$ cat src/rtl/pmzm_pkg.sv
// Package: shared constants, types and helpers of the position message zone matcher.
`timescale 1ns / 1ps
package pmzm_pkg;

    localparam int COORD_BITS = 24;
    localparam int ZONE_COUNT = 64;
    localparam int ZONE_IDX_W = 6;
    localparam int RADIUS_W   = COORD_BITS - 1;
    localparam int ISS_W      = ZONE_IDX_W + 1;
    localparam int FC_W       = 4;
    localparam int VEH_MAX    = 7;
    localparam int NUM_MAX    = 9;
    localparam int HEAD_LEN   = 4;
    localparam int TRAIL_LEN  = 3;

    localparam logic [7:0] CH_PLUS  = 8'h2B;
    localparam logic [7:0] CH_MINUS = 8'h2D;
    localparam logic [7:0] CH_USCORE = 8'h5F;
    localparam logic [7:0] CH_ZERO  = 8'h30;
    localparam logic [7:0] CH_NINE  = 8'h39;
    localparam logic [7:0] CH_NUL   = 8'h00;

    // magnitude limit 2^(COORD_BITS-1)
    localparam logic [COORD_BITS-1:0] MAG_LIM = {1'b1, {(COORD_BITS-1){1'b0}}};
    localparam logic [COORD_BITS-1:0] POS_MAX = {1'b0, {(COORD_BITS-1){1'b1}}};

    typedef enum logic [2:0] {
        PH_HEAD  = 3'd0,
        PH_VEH   = 3'd1,
        PH_X     = 3'd2,
        PH_Y     = 3'd3,
        PH_TRAIL = 3'd4,
        PH_DEAD  = 3'd5
    } t_phase;

    typedef enum logic {
        SR_IDLE = 1'b0,
        SR_SCAN = 1'b1
    } t_srch_state;

    // end-of-message event from parser to search
    typedef struct packed {
        logic                         done;
        logic                         complete;
        logic signed [COORD_BITS-1:0] x;
        logic signed [COORD_BITS-1:0] y;
    } t_msg_evt;

    // one result beat
    typedef struct packed {
        logic                         complete;
        logic signed [COORD_BITS-1:0] pos_x;
        logic signed [COORD_BITS-1:0] pos_y;
        logic                         zone_hit;
        logic [ZONE_IDX_W-1:0]        zone_label;
        logic                         label_valid;
    } t_result;

    function automatic logic [7:0] head_char(input logic [FC_W-1:0] idx);
        logic [7:0] c;
        case (idx)
            4'd0:    c = 8'h48; // H
            4'd1:    c = 8'h65; // e
            4'd2:    c = 8'h61; // a
            4'd3:    c = 8'h64; // d
            default: c = 8'h00;
        endcase
        return c;
    endfunction

    function automatic logic [7:0] trail_char(input logic [FC_W-1:0] idx);
        logic [7:0] c;
        case (idx)
            4'd0:    c = 8'h45; // E
            4'd1:    c = 8'h6E; // n
            4'd2:    c = 8'h64; // d
            default: c = 8'h00;
        endcase
        return c;
    endfunction

    // saturated signed value from magnitude (magnitude never exceeds MAG_LIM)
    function automatic logic [COORD_BITS-1:0] finish_num(input logic [COORD_BITS-1:0] mag,
                                                         input logic neg);
        logic [COORD_BITS-1:0] v;
        if (neg) begin
            v = (mag > MAG_LIM) ? MAG_LIM : mag;
            v = ~v + 1'b1;
        end else begin
            v = (mag > POS_MAX) ? POS_MAX : mag;
        end
        return v;
    endfunction

endpackage

$ cat src/rtl/pmzm_parser.sv
// Message parser: byte-wise header, vehicle, x, y and trailer decode.
`timescale 1ns / 1ps
module pmzm_parser (
    input  logic               i_clk,
    input  logic               i_rst_n,
    input  logic               i_byte_vld,
    input  logic [7:0]         i_byte,
    input  logic               i_last,
    output pmzm_pkg::t_msg_evt o_evt
);
    localparam int CB = pmzm_pkg::COORD_BITS;
    localparam int FW = pmzm_pkg::FC_W;

    pmzm_pkg::t_phase r_phase, n_phase;
    logic [FW-1:0]    r_fc, n_fc;
    logic             r_hdr_ok, n_hdr_ok;
    logic             r_trl_ok, n_trl_ok;
    logic             r_ovf, n_ovf;
    logic             r_sign, n_sign;
    logic             r_stop, n_stop;
    logic [CB-1:0]    r_acc_x, n_acc_x;
    logic [CB-1:0]    r_acc_y, n_acc_y;

    logic [CB-1:0]    cur_acc;
    logic [CB-1:0]    dig_acc;
    logic [CB+3:0]    prod;
    logic             is_digit;
    logic             fc_sat;
    logic             msg_done;

    assign fc_sat   = (r_fc == {FW{1'b1}});
    assign is_digit = (i_byte >= pmzm_pkg::CH_ZERO) && (i_byte <= pmzm_pkg::CH_NINE);
    assign cur_acc  = (r_phase == pmzm_pkg::PH_X) ? r_acc_x : r_acc_y;

    // acc*10 + digit, clamped to the magnitude limit
    always_comb begin
        prod = {cur_acc, 3'b000} + {2'b00, cur_acc, 1'b0}
             + {{(CB-4){1'b0}}, i_byte[3:0] - pmzm_pkg::CH_ZERO[3:0]};
        dig_acc = (prod > {4'b0000, pmzm_pkg::MAG_LIM}) ? pmzm_pkg::MAG_LIM : prod[CB-1:0];
    end

    // next parse state for one message byte
    always_comb begin
        n_phase  = r_phase;
        n_fc     = r_fc;
        n_hdr_ok = r_hdr_ok;
        n_trl_ok = r_trl_ok;
        n_ovf    = r_ovf;
        n_sign   = r_sign;
        n_stop   = r_stop;
        n_acc_x  = r_acc_x;
        n_acc_y  = r_acc_y;
        if (i_byte_vld && (i_byte != pmzm_pkg::CH_NUL)) begin
            case (r_phase)
                pmzm_pkg::PH_HEAD: begin
                    if (i_byte == pmzm_pkg::CH_PLUS) begin
                        if (r_hdr_ok && (r_fc == FW'(pmzm_pkg::HEAD_LEN))) begin
                            n_phase = pmzm_pkg::PH_VEH;
                            n_fc    = '0;
                        end else begin
                            n_phase = pmzm_pkg::PH_DEAD;
                        end
                    end else begin
                        if ((r_fc >= FW'(pmzm_pkg::HEAD_LEN)) ||
                            (pmzm_pkg::head_char(r_fc) != i_byte)) begin
                            n_hdr_ok = 1'b0;
                        end
                        if (!fc_sat) n_fc = r_fc + 1'b1;
                    end
                end
                pmzm_pkg::PH_VEH: begin
                    if (i_byte == pmzm_pkg::CH_USCORE) begin
                        n_phase = pmzm_pkg::PH_X;
                        n_fc    = '0;
                        n_sign  = 1'b0;
                        n_stop  = 1'b0;
                    end else if (r_fc >= FW'(pmzm_pkg::VEH_MAX)) begin
                        n_ovf   = 1'b1;
                        n_phase = pmzm_pkg::PH_DEAD;
                    end else begin
                        n_fc = r_fc + 1'b1;
                    end
                end
                pmzm_pkg::PH_X, pmzm_pkg::PH_Y: begin
                    if ((r_phase == pmzm_pkg::PH_X) && (i_byte == pmzm_pkg::CH_USCORE)) begin
                        n_acc_x = pmzm_pkg::finish_num(r_acc_x, r_sign);
                        n_phase = pmzm_pkg::PH_Y;
                        n_fc    = '0;
                        n_sign  = 1'b0;
                        n_stop  = 1'b0;
                    end else if ((r_phase == pmzm_pkg::PH_Y) &&
                                 (i_byte == pmzm_pkg::CH_PLUS)) begin
                        n_acc_y = pmzm_pkg::finish_num(r_acc_y, r_sign);
                        n_phase = pmzm_pkg::PH_TRAIL;
                        n_fc    = '0;
                    end else if (r_fc >= FW'(pmzm_pkg::NUM_MAX)) begin
                        n_ovf   = 1'b1;
                        n_phase = pmzm_pkg::PH_DEAD;
                    end else begin
                        if ((r_fc == '0) && ((i_byte == pmzm_pkg::CH_MINUS) ||
                                             (i_byte == pmzm_pkg::CH_PLUS))) begin
                            n_sign = (i_byte == pmzm_pkg::CH_MINUS);
                        end else if (!r_stop && is_digit) begin
                            if (r_phase == pmzm_pkg::PH_X) n_acc_x = dig_acc;
                            else                           n_acc_y = dig_acc;
                        end else begin
                            n_stop = 1'b1;
                        end
                        n_fc = r_fc + 1'b1;
                    end
                end
                pmzm_pkg::PH_TRAIL: begin
                    if ((r_fc >= FW'(pmzm_pkg::TRAIL_LEN)) ||
                        (pmzm_pkg::trail_char(r_fc) != i_byte)) begin
                        n_trl_ok = 1'b0;
                    end
                    if (!fc_sat) n_fc = r_fc + 1'b1;
                end
                default: begin
                end
            endcase
        end
    end

    // end-of-message event
    always_comb begin
        msg_done       = i_byte_vld && ((i_byte == pmzm_pkg::CH_NUL) || i_last);
        o_evt.done     = msg_done;
        o_evt.complete = (n_phase == pmzm_pkg::PH_TRAIL) && n_hdr_ok && n_trl_ok &&
                         (n_fc == FW'(pmzm_pkg::TRAIL_LEN)) && !n_ovf;
        o_evt.x        = n_acc_x;
        o_evt.y        = n_acc_y;
    end

    // state registers; a message end restarts the parse
    always_ff @(posedge i_clk) begin
        if (!i_rst_n || msg_done) begin
            r_phase  <= pmzm_pkg::PH_HEAD;
            r_fc     <= '0;
            r_hdr_ok <= 1'b1;
            r_trl_ok <= 1'b1;
            r_ovf    <= 1'b0;
            r_sign   <= 1'b0;
            r_stop   <= 1'b0;
            r_acc_x  <= '0;
            r_acc_y  <= '0;
        end else begin
            r_phase  <= n_phase;
            r_fc     <= n_fc;
            r_hdr_ok <= n_hdr_ok;
            r_trl_ok <= n_trl_ok;
            r_ovf    <= n_ovf;
            r_sign   <= n_sign;
            r_stop   <= n_stop;
            r_acc_x  <= n_acc_x;
            r_acc_y  <= n_acc_y;
        end
    end
endmodule

$ cat config.mk
export PLATFORM = sky130hd
export DESIGN_NAME = pmzm_parser
export DESIGN_NICKNAME = d
export VERILOG_FILES = /design/src/rtl/pmzm_pkg.sv /design/src/rtl/pmzm_parser.sv
export SDC_FILE = /design/constraint.sdc
export NUM_CORES = 1
export LEC_CHECK = 0
export ABC_AREA = 1
export BUFFER_PORTS_ARGS = -buffer_cell sky130_fd_sc_hd__buf_2
export CORE_MARGIN = 5
export CORE_UTILIZATION = 25
export CTS_BUF_LIST = sky130_fd_sc_hd__clkbuf_8
export DETAILED_ROUTE_END_ITERATION = 16
export GPL_TIMING_DRIVEN = 0
export PLACE_DENSITY = 0.37
export SETUP_SLACK_MARGIN = 0.02
export SLEW_MARGIN = 40
export SYNTH_ARGS = -nofsm -noshare
export SYNTH_HDL_FRONTEND = slang
export SYNTH_SLANG_ARGS = --single-unit
$ cat constraint.sdc
create_clock -name i_clk -period 4.9 [get_ports i_clk]
set_input_delay 0.245 -clock i_clk [delete_from_list [all_inputs] [get_ports i_clk]]
set_output_delay 0.245 -clock i_clk [all_outputs]
set_load 0.03 [all_outputs]
==> metrics.md, run 1 <==
| Metric | Value |
|---|---|
| Status | complete, no violations |
| Final Core Density | 0.3151 |
| Sequential share of the synthesized area | 0.1361 |
| CTS Sinks | 60 |
| Min Tclk post-route | 4700 ps |
| Top Family by Delay on Critical Path | simple AND/OR/NAND/NOR gates |
| Commonest register cell after synthesis | dfxtp_1 |
| Area leader, netlist | nand2_1 |
| Setup violators final | 0 |
| Gpl congestion | roughly 0.90 |
| P_sw | 0.3476 mW |
| Initial Util | 0.2542 |
| Pwr Density | 100.9 mW/mm2 |
| I/O pin count | 62 |
| Syn_area_per_cell | about 5.4 um2 |
| Synth cell count leaders | 533 x nand2_1, 210 x inv_1, 169 x a21oi_1 |
| CTS tree | done |
| Final ANT Viol Nets | 0 |
| Final hold vios | 0 |
| Hpwl dp | 33,040 um |
| Data required, critical path | around 4700 ps |
| WL final | around 40,000 um |
| Headroom to the max-slew limit | 0.4247 |
| Largest net degree at the start of global routing | 13 |
| Ys async rst share | 0 |
| First-pass GRT wire length | 61,400 um |
| Placed cell count | 2,153 |
| DR vias | 10,930 |
| Switching fraction of total power | 0.3151 |
| GRT Total Usage | 0.2016 |
| Reg clk slew, reported paths | 80 ps |
| Slew @ Worst Pin | 862.9 ps |
| Yosys reg bits | 60 |
| CP max FO | 6 |
| Final #Nets | 1,794 |
| Final Skew | 22.58 ps |
| Period utilization | 0.9592 |
| CTS Root Cell | clkbuf_8 |
| Leakage power | ~5.6 nW |
| Crit end category | output port |
| Crit-path slowest cell | fa_2 |
| Cts hold-fix bufs | 0 |
| R2R setup slack | 870 ps |
| Area of the core | roughly 0.035 mm2 |
| Die height | 197.9 um |
| Initial antenna violation count | 1 |
| Hold WC Path Type | input pin to flip-flop |
| Crit start category | flip-flop |
| Site row count | 68 |
| Antenna cells | 0 |
| # port buffers | 61 |
| Post-synth EDFFs | 0 |
| Flop pwr share | 0.446 |
| Die width | 197.9 um |
| Top cell type's share of synthesized area | 0.2267 |
| Post-Syn Instances | approximately 1,600 |
| Drt pass-1 iters | 5 |
| Layout cell share with drive strength beyond 1 | 0.1830 |
| Final non-filler cell total | 2,187 |
| Vias in the first global route | 10,490 |
| Netlist Area Pre-Place | 0.008825 mm2 |
| Share of power burned in the clock network | 0.460 |
| Total of max-cap violations | 0 |
| WS Path Type | flip-flop to output port |
| Final routed DRC violation total | 0 |
| Htree depth | 3 |
| DR vias/cell | between 4 and 5 |
| Synth Warn # | 0 |
| Int Pwr | 0.7556 mW |
| Inserted Clock Buffers | 9 |
| Drt wl/cell | 18.46 um |
| Synthesis-to-finish area growth | 23.93% |
| Clock tree buffer depth | 2 |
| Comb pwr share | 0.095 |
| Gr ovfl total | 0 |
| FMAX | ~0.21 GHz |
| Worst Path Arrival | 4450 ps |
| Synth unique cells | 50 |
| Syn nets | 1,704 |
| Synth area leaders | nand2_1 23%, dfxtp_1 14%, a21oi_1 9.6%, inv_1 8.9%, ha_1 7.5% |
| Peak supply drop | 0.1129 mV |
| Crit-path max cell delay | ~600 ps |
| Die area | 0.03916 mm2 |
| Most common cell on crit path | nand2_2 |
| Insertion delay to the later sink of the worst-skew pair | roughly 400 ps |
| Count leader, synth | nand2_1 |
| Worst Path Buf+Inv | 7 |
| Slew Limit Fails | 0 |
| Initial DRC count | 783 |
[power by group through the flow]
stage / Combinational (mW) / Sequential (mW) / Clock, mW
finish: 0.104 / 0.492 / 0.507
global route: 0.117 / 0.492 / 0.539
CTS: 0.104 / 0.492 / 0.526
detailed placement: 0.101 / 0.504 / 0
global placement: 0.102 / 0.504 / 0
floorplan: 0.0628 / 0.503 / 0
[repair_timing]
item | 4_1_cts | 5_1_grt
pin swaps | 14 | 31
buffers inserted | 9 | 6
gates resized for setup | 114 | 161
cloned | 2 | 1
setup endpoints to repair | 94 | 47
[placed cells by master (no fill, tap or decap), types with 31 or more instances in the layout]
| cell | Yosys | layout |
|---|---|---|
| nand2_1 | 533 | 474 |
| inv_1 | 210 | 206 |
| a21oi_1 | 169 | 169 |
| nor2_1 | 143 | 136 |
| nand3_1 | 120 | 107 |
| o21ai_0 | 104 | 77 |
| nand2_2 | 6 | 59 |
| dfxtp_1 | 60 | 57 |
| buf_2 | 21 | 49 |
| ha_1 | 53 | 44 |
| nand4_1 | 31 | 31 |
[final cells by class]
| cell class | count | area (um2) |
|---|---|---|
| clock inverter | 7 | 75.07 |
| clock buffer | 9 | 123.9 |
| multi-input combinational | 1293 | 7088 |
| tap | 455 | 569.3 |
| buffer | 63 | 394.1 |
| sequential | 60 | 1207 |
| inverter | 221 | 838.3 |
| fill | 4039 | 23780 |
| timing repair buffer | 79 | 640.6 |
[sequential cells by signal (all words and copies together) (netlist names)]
register	count
r_trl_ok	1
r_ovf	1
r_acc_x	24
r_stop	1
r_sign	1
r_fc	4
r_hdr_ok	1
r_acc_y	24
r_phase	3
[worst reg2reg max path: cells and delay by family (launching register included)]
family                     cells  cell delay, ps
and+or+nand+nor               19            1750
adders and majority gates      2             990
buffers and inverters          6             670
DFF                            1             360
AOI/OAI and AO/OA              2             220
[layer usage]
layer	part of all wire	track usage	vias up
li1	-	-	5520
met1	0.46	0.2664	5082
met2	0.45	0.3336	269
met3	0.055	0.03658	56
met4	0.033	0.06401	2
met5	0.00032	0	-
[metrics by stage]
| stage | cell area (um2) | hold WS (ps) | total power, mW | TNS, ps | setup WS [ps] |
|---|---|---|---|---|---|
| floorplan | 8825 | 414.1 | 0.5656 | 0 | 758.5 |
| global placement | 9699 | 426.1 | 0.6059 | -29030 | -597.8 |
| detailed placement | 9699 | 429.4 | 0.6051 | -26130 | -588.0 |
| CTS | 10370 | 428.5 | 1.121 | 0 | 22.98 |
| global route | 10940 | 482.9 | 1.148 | -12.12 | -7.808 |
| finish | 10940 | 435.4 | 1.103 | 0 | 200.1 |
[path summary, 6_finish.rpt]
path,startpoint,end,depth (start not counted)
max reg2reg,r_phase[2],r_acc_x[10],29
max,r_phase[2],o_evt[34],30
min,i_byte_vld,r_phase[2],5
min reg2reg,r_trl_ok,r_trl_ok,2
[cell families after synthesis]
logic type,synth area share
compound gates,0.2104
xor+xnor,0.007799
fa+ha+maj,0.07968
buf+inv,0.1307
flops,0.1361
simple gates,0.4353
Note: power is estimated with default switching activity, not from simulation.
==> inputs of run 2 (changes only) <==
- clock period: 4.9 -> 5.6 ns (I/O delays scaled with it)
==> run 2 against run 1 <==
Against the previous run: utilization fell by 2.8 points; highest routed layer is now met4; register-to-register slack improved by 210 ps; final area fell by 9.0%; sequential share of layout area rose by 1.0 points; final cell count fell by 0.78%; worst setup slack improved by 140 ps; clock-buffer cell count did not move.
==> metrics.md, run 2 (synthesis gave the netlist of run 1 again) <==
| Metric | Value |
|---|---|
| Hold Path Origin | r_trl_ok |
| Clock tree buffer depth | 2 |
| WL final | 39,680 um |
| Initial Util | 0.2542 |
| Gr ovfl total | 0 |
| Data required, critical path | 5320 ps |
| DR vias/cell | around 5 |
| Hpwl dp | 33,040 um |
| Met2 Usage GRT | 0.3311 |
| Die area | 0.03916 mm2 |
| Met3 Usage GRT | 0.03012 |
| Antenna cells | 0 |
| Vias in the first global route | 10,330 |
| Final non-filler cell total | around 2,200 |
| Grt met1 use | 0.2691 |
| R2R cell count | 24 |
| Layout cell share with drive strength beyond 1 | 0.1090 |
| Min Tclk post-route | around 5300 ps |
| Drt wl/cell | roughly 18 um |
| Headroom to the max-slew limit | 0.4258 |
| Final ANT Viol Nets | 0 |
| Crit start category | flip-flop |
| CTS Sinks | 60 |
| Most Crowded Layer GR | met2 |
| Hold WS | 447.2 ps |
| Period utilization | 0.9385 |
| I/O pin count | 62 |
| Status | complete, no violations |
| GRT Total Usage | 0.1995 |
| Commonest non-fill, non-tap cell in the layout | nand2_1 |
| CTS Root Cell | clkbuf_8 |
| Final routed DRC violation total | 0 |
| Total of max-cap violations | 0 |
| Insertion delay to the later sink of the worst-skew pair | about 400 ps |
| Site row count | slightly below 70 |
| Reg-to-Reg Start | r_phase[0] |
| Pwr Density | 96.28 mW/mm2 |
| Leakage power | about 5.4 nW |
| Initial DRC count | 725 |
| Hold EP | r_trl_ok |
| RSZ-0062 raised after global routing | false |
| Die width | 197.9 um |
| CP max FO | 10 |
| # port buffers | 61 |
| DR vias | 10,770 |
| Initial antenna violation count | 1 |
| Slew Limit Fails | 0 |
| Setup_tns | 0 ps |
| Inserted Clock Buffers | 9 |
| Tot Pwr | 0.9584 mW |
| FMAX | 0.1903 GHz |
| Most frequent cells in the layout | 532 x nand2_1, 210 x inv_1, 169 x a21oi_1 |
| Top flop regs | r_acc_x x24, r_acc_y x24, r_fc x4 |
| CTS tree | done |
| Htree depth | 3 |
| Gpl congestion | 0.8963 |
| R2R setup slack | between 1000 and 1500 ps |
| Placed cell count | approximately 2,200 |
| Drt pass-1 iters | 7 |
| Reg2reg end | r_acc_y[11] |
| Final #Nets | 1,777 |
| Synthesis-to-finish area growth | 12.80% |
| Crit end category | output port |
| WS Path Type | flip-flop to output port |
| Worst hold stages | 2 |
| First-pass GRT wire length | 60,950 um |
| Area of the core | 0.03471 mm2 |
| Final Skew | 17.96 ps |
| Reg clk slew, reported paths | 80 ps |
| Hold WC Path Type | flip-flop to flip-flop |
| Setup violators final | 0 |
| Die height | 197.9 um |
| Largest net degree at the start of global routing | 13 |
| Worst Path Arrival | 4980 ps |
| Peak supply drop | 0.09792 mV |
| Final hold vios | 0 |
| Slew @ Worst Pin | 861.2 ps |
| Final Core Density | 0.2868 |
[run 2: cell types whose count changed in the layout (fill, tap and decap cells not counted), moves of 6 or more]
| cell | change |
|---|---|
| buf_4 | -18 |
| nand3_1 | +11 |
| buf_6 | -21 |
| nand3_2 | -7 |
| o21ai_4 | -14 |
| ha_4 | -7 |
| nor2_1 | +7 |
| nand2_2 | -52 |
| ha_1 | +9 |
| nand2_1 | +58 |
| nand2_4 | -6 |
| o21ai_0 | +15 |
| buf_2 | +32 |
[run 2: metrics by stage]
step           worst slack (ps)  area (um2)
6_report                  344.4        9955
2_1_floorplan              1423        8825
3_3_place_gp              67.18        9699
3_5_place_dp              77.04        9699
5_1_grt                   44.09        9955
4_1_cts                   24.63        9910
[run 2: worst max-delay path by stage]
stage	startpoint	end	slack, ps	depth (start not counted)
CTS	r_phase[2]	o_evt[34]	20	27
finish	r_phase[0]	o_evt[14]	340	25
floorplan	r_phase[2]	o_evt[46]	1420	26
global placement	r_phase[2]	o_evt[11]	70	24
global route	r_phase[0]	o_evt[1]	40	26
detailed placement	r_phase[2]	o_evt[11]	80	24
[run 2: metal layers]
layer	share of wire	wire length, um
met5	0	0
met4	0.027	1054
met3	0.051	2035
met2	0.45	18020
met1	0.47	18560
[run 2: cell type report]
| cell class | count | area (um2) |
|---|---|---|
| Buffer | 63 | 337.8 |
| Clock buffer | 9 | 123.9 |
| Clock inverter | 7 | 75.07 |
| Fill cell | 4087 | 24760 |
| Inverter | 221 | 829.5 |
| Multi-Input combinational cell | 1293 | 6496 |
| Sequential cell | 60 | 1202 |
| Tap cell | 455 | 569.3 |
| Timing Repair Buffer | 62 | 320.3 |
[run 2: power by group]
| part | total (mW) | internal (mW) | switching, mW |
|---|---|---|---|
| Combinational | 0.0886 | 0.0241 | 0.0645 |
| Sequential | 0.431 | 0.429 | 0.00213 |
| Clock | 0.439 | 0.208 | 0.231 |
[run 2: worst max-delay path, stage by stage (launching register included)]
cell,delay (ps)
dfxtp_1,340
inv_1,100
nand3_2,140
buf_6,180
buf_2,200
o21ai_0,470
ha_1,340
ha_1,390
nand2_1,130
inv_2,50
nand2_1,100
clkinv_1,80
nand2_1,100
nand2_2,80
nand3_1,120
nand2_2,80
nand2_1,100
nand2_1,60
nand2_1,60
nand4_1,160
nor2_4,280
nand3_1,280
o21ai_0,350
nand2_1,120
nand2_1,90
buf_2,200
[run 2: what timing repair did]
item                       CTS  global route
setup buffers                0             1
pin swaps                    1             3
hold buffers                 0             0
resized for setup           12            20
setup endpoints to repair   48            48
